## src/hw/rtl/qcf_pkg.sv

```systemverilog
package qcf_pkg;

    localparam int TAPS   = 16;
    localparam int TIDX_W = $clog2(TAPS);
    localparam int DATA_W = 16;

    typedef enum logic [1:0] {
        CMD_SAMPLE    = 2'd0,
        CMD_WRITE_TAP = 2'd1,
        CMD_CLR_HIST  = 2'd2,
        CMD_CLR_ALL   = 2'd3
    } cmd_t;

    // per-cycle controls broadcast to every cell
    typedef struct packed {
        logic shift;     // history moves one cell down the chain
        logic clr_hist;  // zero held sample
        logic clr_tap;   // zero held coefficient
        logic mul_en;    // register tap * sample
        logic sum_en;    // partial sum moves one cell down the chain
    } cell_ctl_t;

    // Cell k holds the sample k steps back, which is weighted by tap (TAPS - k) mod TAPS.
    function automatic logic [TIDX_W-1:0] tap_to_cell(input logic [3:0] t);
        int v;
        v = (TAPS - int'(t)) % TAPS;
        return TIDX_W'(v);
    endfunction

endpackage

```

## src/hw/rtl/qcf_cell.sv

```systemverilog
module qcf_cell (
    input  logic                                clk,
    input  logic                                rst_n,
    input  qcf_pkg::cell_ctl_t                  ctl,
    input  logic                                tap_we,
    input  logic signed [qcf_pkg::DATA_W-1:0]   tap_value,
    input  logic signed [qcf_pkg::DATA_W-1:0]   sample_in,
    output logic signed [qcf_pkg::DATA_W-1:0]   sample_out,
    input  logic        [qcf_pkg::DATA_W-1:0]   psum_in,
    output logic        [qcf_pkg::DATA_W-1:0]   psum_out
);

    logic signed [qcf_pkg::DATA_W-1:0]   sample_reg, sample_next;
    logic signed [qcf_pkg::DATA_W-1:0]   tap_reg, tap_next;
    logic        [qcf_pkg::DATA_W-1:0]   prod_reg, prod_next;
    logic        [qcf_pkg::DATA_W-1:0]   psum_reg, psum_next;
    logic signed [2*qcf_pkg::DATA_W-1:0] prod_full;

    always_comb
    begin
        sample_next = sample_reg;
        if (ctl.clr_hist)
        begin
            sample_next = '0;
        end
        else if (ctl.shift)
        begin
            sample_next = sample_in;
        end

        tap_next = tap_reg;
        if (ctl.clr_tap)
        begin
            tap_next = '0;
        end
        else if (tap_we)
        begin
            tap_next = tap_value;
        end
    end

    // floor(a*b / 2^15), low 16 bits
    assign prod_full = sample_reg * tap_reg;

    always_comb
    begin
        prod_next = ctl.mul_en ? prod_full[2*qcf_pkg::DATA_W-2:qcf_pkg::DATA_W-1] : prod_reg;
        psum_next = ctl.sum_en ? psum_in + prod_reg : psum_reg;
    end

    always_ff @(posedge clk or negedge rst_n)
    begin
        if (!rst_n)
        begin
            sample_reg <= '0;
            tap_reg    <= '0;
        end
        else
        begin
            sample_reg <= sample_next;
            tap_reg    <= tap_next;
        end
    end

    always_ff @(posedge clk)
    begin
        prod_reg <= prod_next;
        psum_reg <= psum_next;
    end

    assign sample_out = sample_reg;
    assign psum_out   = psum_reg;

endmodule

```

## config.mk

```make
export PLATFORM = sky130hd
export DESIGN_NAME = qcf_cell
export DESIGN_NICKNAME = d
export VERILOG_FILES = /design/src/hw/rtl/qcf_pkg.sv /design/src/hw/rtl/qcf_cell.sv
export SDC_FILE = /design/constraint.sdc
export NUM_CORES = 1
export LEC_CHECK = 0
export ABC_AREA = 1
export BUFFER_PORTS_ARGS = -buffer_cell sky130_fd_sc_hd__buf_4
export CORE_MARGIN = 4
export CORE_UTILIZATION = 55
export CTS_BUF_LIST = sky130_fd_sc_hd__clkbuf_2
export CTS_CLUSTER_DIAMETER = 60
export DETAILED_ROUTE_END_ITERATION = 10
export MAX_ROUTING_LAYER = met4
export PLACE_DENSITY = 0.73
export SYNTH_ARGS = -nofsm -noshare
export SYNTH_HDL_FRONTEND = slang
export SYNTH_SLANG_ARGS = --single-unit
```

## constraint.sdc

```tcl
create_clock -name clk -period 17.1 [get_ports clk]
set_input_delay 5.13 -clock clk [delete_from_list [all_inputs] [get_ports clk]]
set_output_delay 5.13 -clock clk [all_outputs]
set_load 0.005 [all_outputs]
```

==> reports/qor.yml, run 1 <==
synthesis:
  synth.top_cell.area_share_pct: 38.1
  yosys_warnings: 0
  synth.avg_cell_area_sq_um: 7.89
  syn_area_sq_mm: 0.0134
  yosys-top-cells-area: "fa_1 (38%), inv_1 (14%), nand2_1 (12%)"
  ys_ff_latch: 64
  syn_inst: 1705
  synth.largest_area_cell: "fa_1"
  post_synth_num_cell_types: 35
  synth_nets: 2109
  seq_area_frac_synth_pct: 13.1
drt:
  wire_per_inst_microns: 15.7
  drc: 0
  viasPerCell: 5.11
  wirelength_mm: 32.3
  antenna_left: 0
  first_pass_iters: 5
  dr_total_vias: 10500
  initialDrtViolationCount: 595
final_layout:
  area_growth_pct: 6.57
  n_fill_cell: 2171
  seqCellArea_sq_mm: 0.00176
  nets: 2135
  drive_above_1_share_pct: 7.14
  multi_input_area_sq_mm: 0.00952
floorplanning:
  pin_count: 88
  dieArea_sq_mm: 0.0270
  die_x_microns: 164
  dieHeight_microns: 164
  start_util_pct: 56.6
  rows: 56
  core_area_sq_mm: 0.0238
timing:
  timing.fmax_mhz: 145
  worstMarginPinSlew_ns: 0.884
  fin_skew_ns: 0.0814
  finalCritPeriodShare_pct: 40.4
  drv_slew: 0
  rsz0062_at_grt: "no"
  maxSlewHeadroom_pct: 41.0
  tns_ns: 0
  setup_viol: 0
  setup_ws_ns: 10.20
  hold_viol: 0
  final.min_clock_period_ns: 6.90
cts:
  cts_tree: "yes"
  cts_buffers: 9
  postCtsSetupRepairBufs: 0
  cts_resized: 0
  clockBufferDepth: 2
  clk_pin_slew_ns: 0.23
  cts_sinks: 64
  postCtsHoldBufs: 0
  cts_max_level: 3
  cts_root_buf: "clkbuf_2"
  clock_latency_ns: 0.58
run:
  maxCapViolCount: 0
worst_hold_path:
  hp-class: "reg2reg"
  min_path_cells: 1
power_and_ir_drop:
  p_switching_uw: 365
  p_per_area_mw_per_mm2: 55.9
  p_int_uw: 436
  comb_power_share_pct: 54.4
  vdd_ir_drop_max_uv: 44.1
  pwr-share-clk_pct: 13.9
  power_frac_seq_pct: 31.7
  switching_share_pct: 45.5
  p_leak_uw: 0.00846
grt:
  grt_max_degree: 33
  grt_pass1_vias: 11400
  antenna_found_initial: 1
  track_usage_pct: 27.0
  grt_pass1_wl_mm: 55.6
  gr-total-overflow: 0
setup_path:
  worstSetupPathType: "reg2out"
  timing.critical_path.to: "sample_out[8]"
  reg2reg_depth: 22
  rrSetupSlack_ns: 10.75
  cp.required_ns: 11.97
  crit_slowest_cell: "dfrtp_1"
  cp_top_family: "flip-flops"
  end_kind: "output port"
  reg2reg_from: "tap_reg[2]$_DFFE_PN0P_"
  r2r-end: "prod_reg[11]$_DFFE_PP_"
  critPathBufInv: 1
  critical_path_depth: 1
  start_kind: "register"
  cp_max_fo: 18
  worstPathCellList: "buf_4"
  arrival_ns: 1.77
  max_stage_delay_ns: 0.98
  startpoint: "sample_out[8]$_DFFE_PN0P_"
place:
  globalplace.congestion: 0.936
  numPortBuffers: 87
  pre_cts_ws_ns: 10.15
  post-dp-hpwl_mm: 26.3
run_status:
  status: "completed"
[synthesized netlist by cell type]
cell      instances
a21oi_1          44
a31oi_1           2
buf_2             3
buf_4             5
buf_6             2
clkbuf_1         63
dfrtp_1          32
edfxtp_1         32
fa_1            256
ha_1             92
inv_1           493
inv_2             2
nand2_1         426
nand2_2           7
nand2_4           1
nand3_1          68
nand3b_1          3
nand4_1           8
nor2_1           53
nor2_2            5
nor3_1            8
nor3_2            1
nor4_1            2
nor4_4            1
o21a_1            6
o21ai_0          46
o21ai_1           4
o21ai_2           1
o21bai_1          5
o31ai_1           3
o41ai_1           1
or2_1             1
or2_2             2
xnor2_1          10
xor2_1           17
[power by group through the flow]
stage / combinational [uW] / sequential [uW] / clock [uW]
after detailed placement: 437 / 257 / 0
after CTS: 440 / 253 / 116
after floorplan: 320 / 226 / 0
after global routing: 503 / 257 / 120
final: 435 / 254 / 111
after global placement: 428 / 257 / 0
[how the worst min path moves through the flow]
stage / start / endpoint
after detailed placement: prod_reg[0]$_DFFE_PP_ / psum_out[0]$_DFFE_PP_
after global routing: prod_reg[0]$_DFFE_PP_ / psum_out[0]$_DFFE_PP_
after CTS: prod_reg[0]$_DFFE_PP_ / psum_out[0]$_DFFE_PP_
final: prod_reg[0]$_DFFE_PP_ / psum_out[0]$_DFFE_PP_
after global placement: prod_reg[0]$_DFFE_PP_ / psum_out[0]$_DFFE_PP_
after floorplan: prod_reg[0]$_DFFE_PP_ / psum_out[0]$_DFFE_PP_
[metrics by stage]
stage	power, uW	std cells	cell area (sq um)	hold WS, ns	util, %
2_1_floorplan	546	1705	13400	0.513	-
3_3_place_gp	685	2039	14200	0.549	59.8
3_5_place_dp	694	2039	14200	0.555	59.8
4_1_cts	809	2055	14300	0.593	60.3
5_1_grt	880	2056	14300	0.596	60.3
6_report	801	2056	14300	0.602	60.3
[kinds of logic (layout without fill, tap and decap cells)]
group,after synthesis,in the layout,share of synthesized area (%)
AND/OR/NAND/NOR,586,586,17.8
buffers and inverters,568,599,16.1
adder cells (fa/ha/maj),348,348,46.7
AO/OA/AOI/OAI,112,112,4.50
flip-flops,64,64,13.1
XOR/XNOR,27,27,1.76
other,0,1,0
[layer usage]
layer	global-route usage, %	wire [microns]	up-vias
met2	46.0	16100	324
met1	33.2	12900	5095
met5	-	0	-
li1	-	-	4985
met3	3.47	1900	97
met4	10.1	1330	0
[final cells by class]
class	instances	area share [%]
multi-input combinational	1073	66.4
inverter	495	13.0
sequential	64	12.3
timing repair buffer	88	4.61
tap	319	2.78
clock inverter	6	0.576
clock buffer	10	0.349
antenna	1	0.0175
[placed cells by master (no fill, tap or decap), types with 2 or more instances in the layout]
master     instances
o21ai_1            4
o21bai_1           5
inv_2              3
o21a_1             6
or2_2              2
buf_4             88
edfxtp_1          32
bufinv_16          2
nand3_1           68
ha_1              92
nand3b_1           3
o31ai_1            3
nand4_1            8
a31oi_1            2
nor4_1             2
dfrtp_1           32
inv_1            493
a21oi_1           44
xnor2_1           10
nand2_1          426
o21ai_0           46
nor2_1            53
fa_1             256
nor2_2             5
nand2_2            7
clkbuf_2          10
xor2_1            17
nor3_1             8
Power figures use the tool's default switching activity.
==> inputs of run 2 (changes only) <==
Settings changed: ABC_AREA 1 to 0, PLACE_DENSITY 0.73 to 0.74.
Clock period 17.1 ns to 6.6 ns, I/O delays scaled along.
==> reports/qor.yml, run 2 <==
cts:
  clk_pin_slew_ns: 0.19  # was 0.23 ns
  clockBufferDepth: 2  # unchanged
  cts_root_buf: "clkbuf_2"  # unchanged
  cts_max_level: 3  # unchanged
  clock_latency_ns: 0.55  # was 0.58 ns
  cts_sinks: 64  # unchanged
  cts_tree: "yes"  # unchanged
  postCtsHoldBufs: 0  # unchanged
  cts_buffers: 9  # unchanged
synthesis:
  synth.top_cell.area_share_pct: 42.1  # was 38.1%
  synth_compound_area_share_pct: 4.31  # was 4.50%
  synth_nets: 1644  # was 2109
  syn_inst: 1240  # was 1705
  synth_flop_cell: "edfxtp_1"  # unchanged
  synth.avg_cell_area_sq_um: 9.81  # was 7.89 sq um
  synthMuxAreaShare_pct: 2.63  # was 0%
  synth_adder_area_share_pct: 51.6  # was 46.7%
  yosys_warnings: 0  # unchanged
  synth_top_family_by_area: "adder cells"  # unchanged
  syn_area_sq_mm: 0.0122  # was 0.0134 sq mm
  synth.largest_area_cell: "fa_1"  # unchanged
  synthArstFlopShare_pct: 50.0  # unchanged
  post_synth_num_cell_types: 46  # was 35
  seq_area_frac_synth_pct: 14.5  # was 13.1%
  synth-simple-area-share_pct: 14.1  # was 17.8%
  synthXorXnorAreaFrac_pct: 2.66  # was 1.76%
  ys_ff_latch: 64  # unchanged
  yosys-top-cells-area: "fa_1 (42%), ha_1 (9.5%), inv_1 (8.8%)"  # was fa_1 (38%), inv_1 (14%), nand2_1 (12%)
  yosysMostFrequentCell: "inv_1"  # unchanged
  synth_edf_count: 32  # unchanged
  synth_common_cells: "inv_1 (285), fa_1 (256), nand2_1 (130)"  # was inv_1 (493), nand2_1 (426), fa_1 (256)
place:
  pre_cts_ws_ns: 0.254  # was 10.15 ns
  place_area_sq_mm: 0.0132  # was 0.0142 sq mm
  post-dp-hpwl_mm: 22.2  # was 26.3 mm
  dp.cells: 1591  # was 2039
  numPortBuffers: 87  # unchanged
  globalplace.congestion: 0.883  # was 0.936
timing:
  setup_viol: 0  # unchanged
  timing.hold.ws_ns: 0.569  # was 0.602 ns
  worstMarginPinSlew_ns: 0.783  # was 0.884 ns
  setup_ws_ns: 0.316  # was 10.20 ns
  timing.fmax_mhz: 159
  final.min_clock_period_ns: 6.28
  fin_skew_ns: 0.0455  # was 0.0814 ns
  drv_slew: 0  # unchanged
  tns_ns: 0  # unchanged
  finalCritPeriodShare_pct: 95.2
  maxSlewHeadroom_pct: 47.8  # was 41.0%
  rsz0062_at_grt: "no"  # unchanged
  hold_viol: 0  # unchanged
setup_path:
  end_kind: "register"  # was output port
  max_stage_delay_ns: 0.61  # was 0.98 ns
  arrival_ns: 6.70  # was 1.77 ns
  start_kind: "register"  # unchanged
  timing.critical_path.mode_cell: "fa_1"
  cp.required_ns: 7.01  # was 11.97 ns
  worstSetupPathType: "reg2reg"  # was reg2out
  crit_slowest_cell: "dfrtp_1"  # unchanged
  worstPathCellList: "and2_1, fa_1, inv_1, fa_1, fa_1, fa_1, inv_1, fa_1, inv_1, fa_1, inv_1, ha_1, o21ai_0, nor2_1, a22oi_2, o221ai_2, o211a_1, o41a_1, o41a_1, nand4_1"  # was buf_4
  cp_max_fo: 12  # was 18
  rrSetupSlack_ns: 0.32  # was 10.75 ns
drt:
  initialDrtViolationCount: 431  # was 595
  drc: 0  # unchanged
  dr_total_vias: 8574  # was 10500
  antenna_left: 0  # unchanged
  wire_per_inst_microns: 17.0  # was 15.7 microns
  first_pass_iters: 5  # unchanged
  wirelength_mm: 27.3  # was 32.3 mm
  viasPerCell: 5.33  # was 5.11
final_layout:
  layout_commonest_cell: "inv_1"  # unchanged
  n_fill_cell: 1859  # was 2171
  nets: 1727  # was 2135
  area_growth_pct: 10.2  # was 6.57%
  layout.cells.non_filler: 1609  # was 2056
  drive_above_1_share_pct: 11.6  # was 7.14%
  layout_common_cells: "inv_1 (284), fa_1 (255), nand2_1 (130), and2_1 (118), buf_4 (117)"  # was inv_1 (493), nand2_1 (426), fa_1 (256), ha_1 (92), buf_4 (88)
  fin_area_sq_mm: 0.0134  # was 0.0143 sq mm
  multi_input_area_sq_mm: 0.00917  # was 0.00952 sq mm
  seqCellArea_sq_mm: 0.00178  # was 0.00176 sq mm
grt:
  antenna_found_initial: 1  # unchanged
  gr-total-overflow: 0  # unchanged
  grt_pass1_vias: 9602  # was 11400
  grt_max_degree: 33  # unchanged
  grt_pass1_wl_mm: 46.8  # was 55.6 mm
  track_usage_pct: 25.1  # was 27.0%
run:
  maxCapViolCount: 0  # unchanged
floorplanning:
  dieHeight_microns: 157  # was 164 microns
  core_area_sq_mm: 0.0218  # was 0.0238 sq mm
  rows: 54  # was 56
  dieArea_sq_mm: 0.0246  # was 0.0270 sq mm
  die_x_microns: 157  # was 164 microns
  start_util_pct: 55.9  # was 56.6%
  pin_count: 88  # unchanged
power_and_ir_drop:
  p_leak_uw: 0.00699  # was 0.00846 uW
  vdd_ir_drop_max_uv: 118  # was 44.1 uV
  p_per_area_mw_per_mm2: 151  # was 55.9 mW/mm^2
worst_hold_path:
  hp-class: "reg2reg"  # unchanged
run_status:
  status: "completed"  # unchanged
[run 2: cell count changes in the layout (fill, tap and decap cells not counted), moves of 32 or more]
cell     before  now
nand3_1      68    9
mux2i_1       0   32
o21ai_0      46    9
inv_1       493  284
and2_1        0  118
nand2_1     426  130
a21oi_1      44   12
[run 2: worst paths after layout]
check,cells past startpoint,start,endpoint
max in group asynchronous,1,rst_n,tap_reg[6]$_DFFE_PN0P_
min reg2reg,1,prod_reg[0]$_DFFE_PP_,psum_out[0]$_DFFE_PP_
max reg2reg,20,sample_out[7]$_DFFE_PN0P_,prod_reg[15]$_DFFE_PP_
max,20,sample_out[7]$_DFFE_PN0P_,prod_reg[15]$_DFFE_PP_
min in group asynchronous,1,rst_n,sample_out[13]$_DFFE_PN0P_
min,1,prod_reg[0]$_DFFE_PP_,psum_out[0]$_DFFE_PP_
[run 2: through the flow]
stage / power [uW] / util, %
final: 2030 / 61.6
after global routing: 2220 / 61.6
after CTS: 2050 / 61.5
after detailed placement: 1710 / 60.7
after global placement: 1680 / 60.7
after floorplan: 1380 / -
[run 2: cells by family after synthesis]
logic type | after synthesis
AND/OR/NAND/NOR | 358
adder cells (fa/ha/maj) | 348
buffers and inverters | 330
AO/OA/AOI/OAI | 71
flip-flops | 64
XOR/XNOR | 37
multiplexers | 32
[run 2: area by class of cell]
| type | count | area share [%] |
|---|---|---|
| sequential | 64 | 13.2 |
| timing repair buffer | 117 | 6.55 |
| tap | 280 | 2.61 |
| clock inverter | 6 | 0.803 |
| multi-input combinational | 846 | 68.4 |
| clock buffer | 10 | 0.373 |
| inverter | 285 | 7.98 |
| antenna | 1 | 0.0187 |
[run 2: routing by layer]
metal	vias to the layer above	GRT usage (%)	share of wire, %
met2	265	42.3	52
met4	0	11.7	4.9
met3	91	3.07	5.0
li1	3877	-	-
met5	-	-	0
met1	4341	30.1	38
[run 2: repair_timing]
item,in CTS,in global routing
setup buffers,0,1
resized for setup,0,15
setup endpoints to repair,0,4
[run 2: worst max-delay path, delay by kind of cell (launching register included)]
family	cells	cell delay [ns]
and+or+nand+nor	3	0.47
DFF	1	0.61
AOI/OAI and AO/OA	6	1.64
adders and majority gates	7	3.27
buffers and inverters	4	0.19
[run 2: power by group]
group          leakage, uW  total [uW]  internal [uW]  switching (uW)
sequential        0.000724         628            554            74.8
clock            0.0000919         328            163             165
combinational      0.00618        1070            506             565
==> inputs of run 3 (changes only) <==
Settings changed: BUFFER_PORTS_ARGS -buffer_cell sky130_fd_sc_hd__buf_4 to -buffer_cell sky130_fd_sc_hd__buf_2.
==> reports/qor.yml, run 3 (same netlist as run 2, synthesis figures left out) <==
run_status:
  status: "completed"  # unchanged
grt:
  use_met2_pct: 42.4  # was 42.3%
  antenna_found_initial: 1  # unchanged
  grt_pass1_vias: 9601  # was 9602
  track_usage_pct: 24.6  # was 25.1%
  grt.busiest_layer: "met2"  # unchanged
  met3_usage_pct: 2.74  # was 3.07%
  grt_max_degree: 33  # unchanged
  grt_pass1_wl_mm: 45.9  # was 46.8 mm
  met1_usage_pct: 29.5  # was 30.1%
  gr-total-overflow: 0  # unchanged
power_and_ir_drop:
  p_per_area_mw_per_mm2: 148  # was 151 mW/mm^2
  p_leak_uw: 0.00692  # was 0.00699 uW
  vdd_ir_drop_max_uv: 129  # was 118 uV
  total_power_uw: 1950  # was 2030 uW
setup_path:
  cp.required_ns: 7.00  # was 7.01 ns
  rrSetupSlack_ns: 0.30  # was 0.32 ns
  r2r-end: "prod_reg[15]$_DFFE_PP_"  # unchanged
  crit_slowest_cell: "fa_2"  # was dfrtp_1
  max_stage_delay_ns: 0.63  # was 0.61 ns
  start_kind: "register"  # unchanged
  end_kind: "register"  # unchanged
  worstPathCellList: "buf_6, nand2_1, fa_1, fa_2, inv_1, fa_1, fa_1, fa_1, inv_1, fa_1, inv_1, ha_1, a211oi_2, o21ai_1, nor2_1, nand2_1, o211a_1, o41a_1, o41a_1, nand4_1"  # was and2_1, fa_1, inv_1, fa_1, fa_1, fa_1, inv_1, fa_1, inv_1, fa_1, inv_1, ha_1, o21ai_0, nor2_1, a22oi_2, o221ai_2, o211a_1, o41a_1, o41a_1, nand4_1
  arrival_ns: 6.70  # about the same
  reg2reg_depth: 20  # unchanged
  worstSetupPathType: "reg2reg"  # unchanged
  timing.critical_path.mode_cell: "fa_1"  # unchanged
  cp_max_fo: 15  # was 12
  reg2reg_from: "sample_out[15]$_DFFE_PN0P_"  # was sample_out[7]$_DFFE_PN0P_
floorplanning:
  die_x_microns: 157  # unchanged
  pin_count: 88  # unchanged
  core_area_sq_mm: 0.0218  # unchanged
  dieHeight_microns: 157  # unchanged
  rows: 54  # unchanged
  dieArea_sq_mm: 0.0246  # unchanged
  start_util_pct: 55.9  # unchanged
cts:
  postCtsSetupRepairBufs: 0  # unchanged
  cts_max_level: 3  # unchanged
  postCtsHoldBufs: 0  # unchanged
  clockBufferDepth: 2  # unchanged
  cts_root_buf: "clkbuf_2"  # unchanged
  cts_buffers: 9  # unchanged
  cts_tree: "yes"  # unchanged
  cts_sinks: 64  # unchanged
  clk_pin_slew_ns: 0.22  # was 0.19 ns
  clock_latency_ns: 0.53  # was 0.55 ns
drt:
  wirelength_mm: 27.1  # was 27.3 mm
  drc: 0  # unchanged
  antenna_left: 0  # unchanged
  dr_total_vias: 8554  # was 8574
  initialDrtViolationCount: 379  # was 431
  viasPerCell: 5.32  # was 5.33
  wire_per_inst_microns: 16.9  # was 17.0 microns
  first_pass_iters: 5  # unchanged
timing:
  maxSlewHeadroom_pct: 49.0  # was 47.8%
  final.min_clock_period_ns: 6.30  # was 6.28 ns
  worstMarginPinSlew_ns: 0.746  # was 0.783 ns
  hold_viol: 0  # unchanged
  fin_skew_ns: 0.0341  # was 0.0455 ns
  timing.fmax_mhz: 159  # about the same
  setup_viol: 0  # unchanged
  drv_slew: 0  # unchanged
  finalCritPeriodShare_pct: 95.5  # was 95.2%
final_layout:
  fin_area_sq_mm: 0.0132  # was 0.0134 sq mm
  nets: 1725  # was 1727
  layout.cells.non_filler: 1607  # was 1609
  seqCellArea_sq_mm: 0.00177  # was 0.00178 sq mm
  multi_input_area_sq_mm: 0.00918  # was 0.00917 sq mm
  layout_commonest_cell: "inv_1"  # unchanged
  n_fill_cell: 1868  # was 1859
  drive_above_1_share_pct: 11.4  # was 11.6%
  layout_common_cells: "inv_1 (285), fa_1 (255), nand2_1 (128), and2_1 (118), ha_1 (92)"  # was inv_1 (284), fa_1 (255), nand2_1 (130), and2_1 (118), buf_4 (117)
  area_growth_pct: 8.17  # was 10.2%
worst_hold_path:
  hold_start: "prod_reg[0]$_DFFE_PP_"  # unchanged
  hp-class: "reg2reg"  # unchanged
  holdPathEnd: "psum_out[0]$_DFFE_PP_"  # unchanged
  min_path_cells: 1  # unchanged
place:
  globalplace.congestion: 0.877  # was 0.883
  post-dp-hpwl_mm: 22.3  # was 22.2 mm
  numPortBuffers: 87  # unchanged
  place_area_sq_mm: 0.0130  # was 0.0132 sq mm
  dp.cells: 1590  # was 1591
run:
  maxCapViolCount: 0  # unchanged
## run 3: layout make-up
| cell class | instances | share of cell area [%] |
|---|---|---|
| Timing Repair Buffer | 115 | 4.94 |
| Inverter | 285 | 8.13 |
| Clock buffer | 10 | 0.380 |
| Antenna cell | 1 | 0.0190 |
| Sequential cell | 64 | 13.5 |
| Tap cell | 280 | 2.66 |
| Multi-Input combinational cell | 846 | 69.8 |
| Clock inverter | 6 | 0.628 |
## run 3: how the worst max path moves through the flow
stage | from | end | slack [ns] | depth (start not counted)
2_1_floorplan | sample_out[15]$_DFFE_PN0P_ | prod_reg[15]$_DFFE_PP_ | 0.14 | 23
3_3_place_gp | tap_reg[2]$_DFFE_PN0P_ | prod_reg[15]$_DFFE_PP_ | 0.34 | 21
3_5_place_dp | tap_reg[2]$_DFFE_PN0P_ | prod_reg[15]$_DFFE_PP_ | 0.13 | 20
4_1_cts | tap_reg[2]$_DFFE_PN0P_ | prod_reg[15]$_DFFE_PP_ | 0.1 | 20
5_1_grt | sample_out[15]$_DFFE_PN0P_ | prod_reg[15]$_DFFE_PP_ | -0.02 | 20
6_report | sample_out[15]$_DFFE_PN0P_ | prod_reg[15]$_DFFE_PP_ | 0.30 | 20
## run 3: timing repair
action / in CTS / in global routing
resized for setup: 0 / 16
setup endpoints to repair: 0 / 5
endpoints found under the hold margin: 0 / 0
## run 3: metrics by stage
| stage | setup slack, ns | TNS, ns | utilization [%] | hold slack [ns] |
|---|---|---|---|---|
| floorplan | 0.142 | 0 | - | 0.513 |
| global placement | 0.343 | 0 | 59.7 | 0.525 |
| detailed placement | 0.132 | 0 | 59.7 | 0.545 |
| CTS | 0.0994 | 0 | 60.3 | 0.585 |
| global route | -0.0159 | -0.0159 | 60.5 | 0.595 |
| finish | 0.298 | 0 | 60.5 | 0.575 |
## run 3: worst max-delay path: cells and delay by family, from the launching register on
kind	cells	cell delay, ns
adder cells (fa/ha/maj)	7	3.47
AO/OA/AOI/OAI	5	1.37
flip-flops	1	0.49
AND/OR/NAND/NOR	4	0.44
buffers and inverters	4	0.38
## run 3: per-layer routing
metal / share of wire (%) / wire length [microns] / vias to the layer above
met5: 0 / 0 / -
met4: 4.6 / 1250 / 0
met3: 3.9 / 1050 / 82
met2: 53 / 14200 / 230
met1: 39 / 10600 / 4362
li1: - / - / 3880
## run 3: report_power, final
part	switching, uW	internal [uW]	total, uW
Clock	159	126	285
Combinational	565	473	1040
Sequential	73.9	553	627
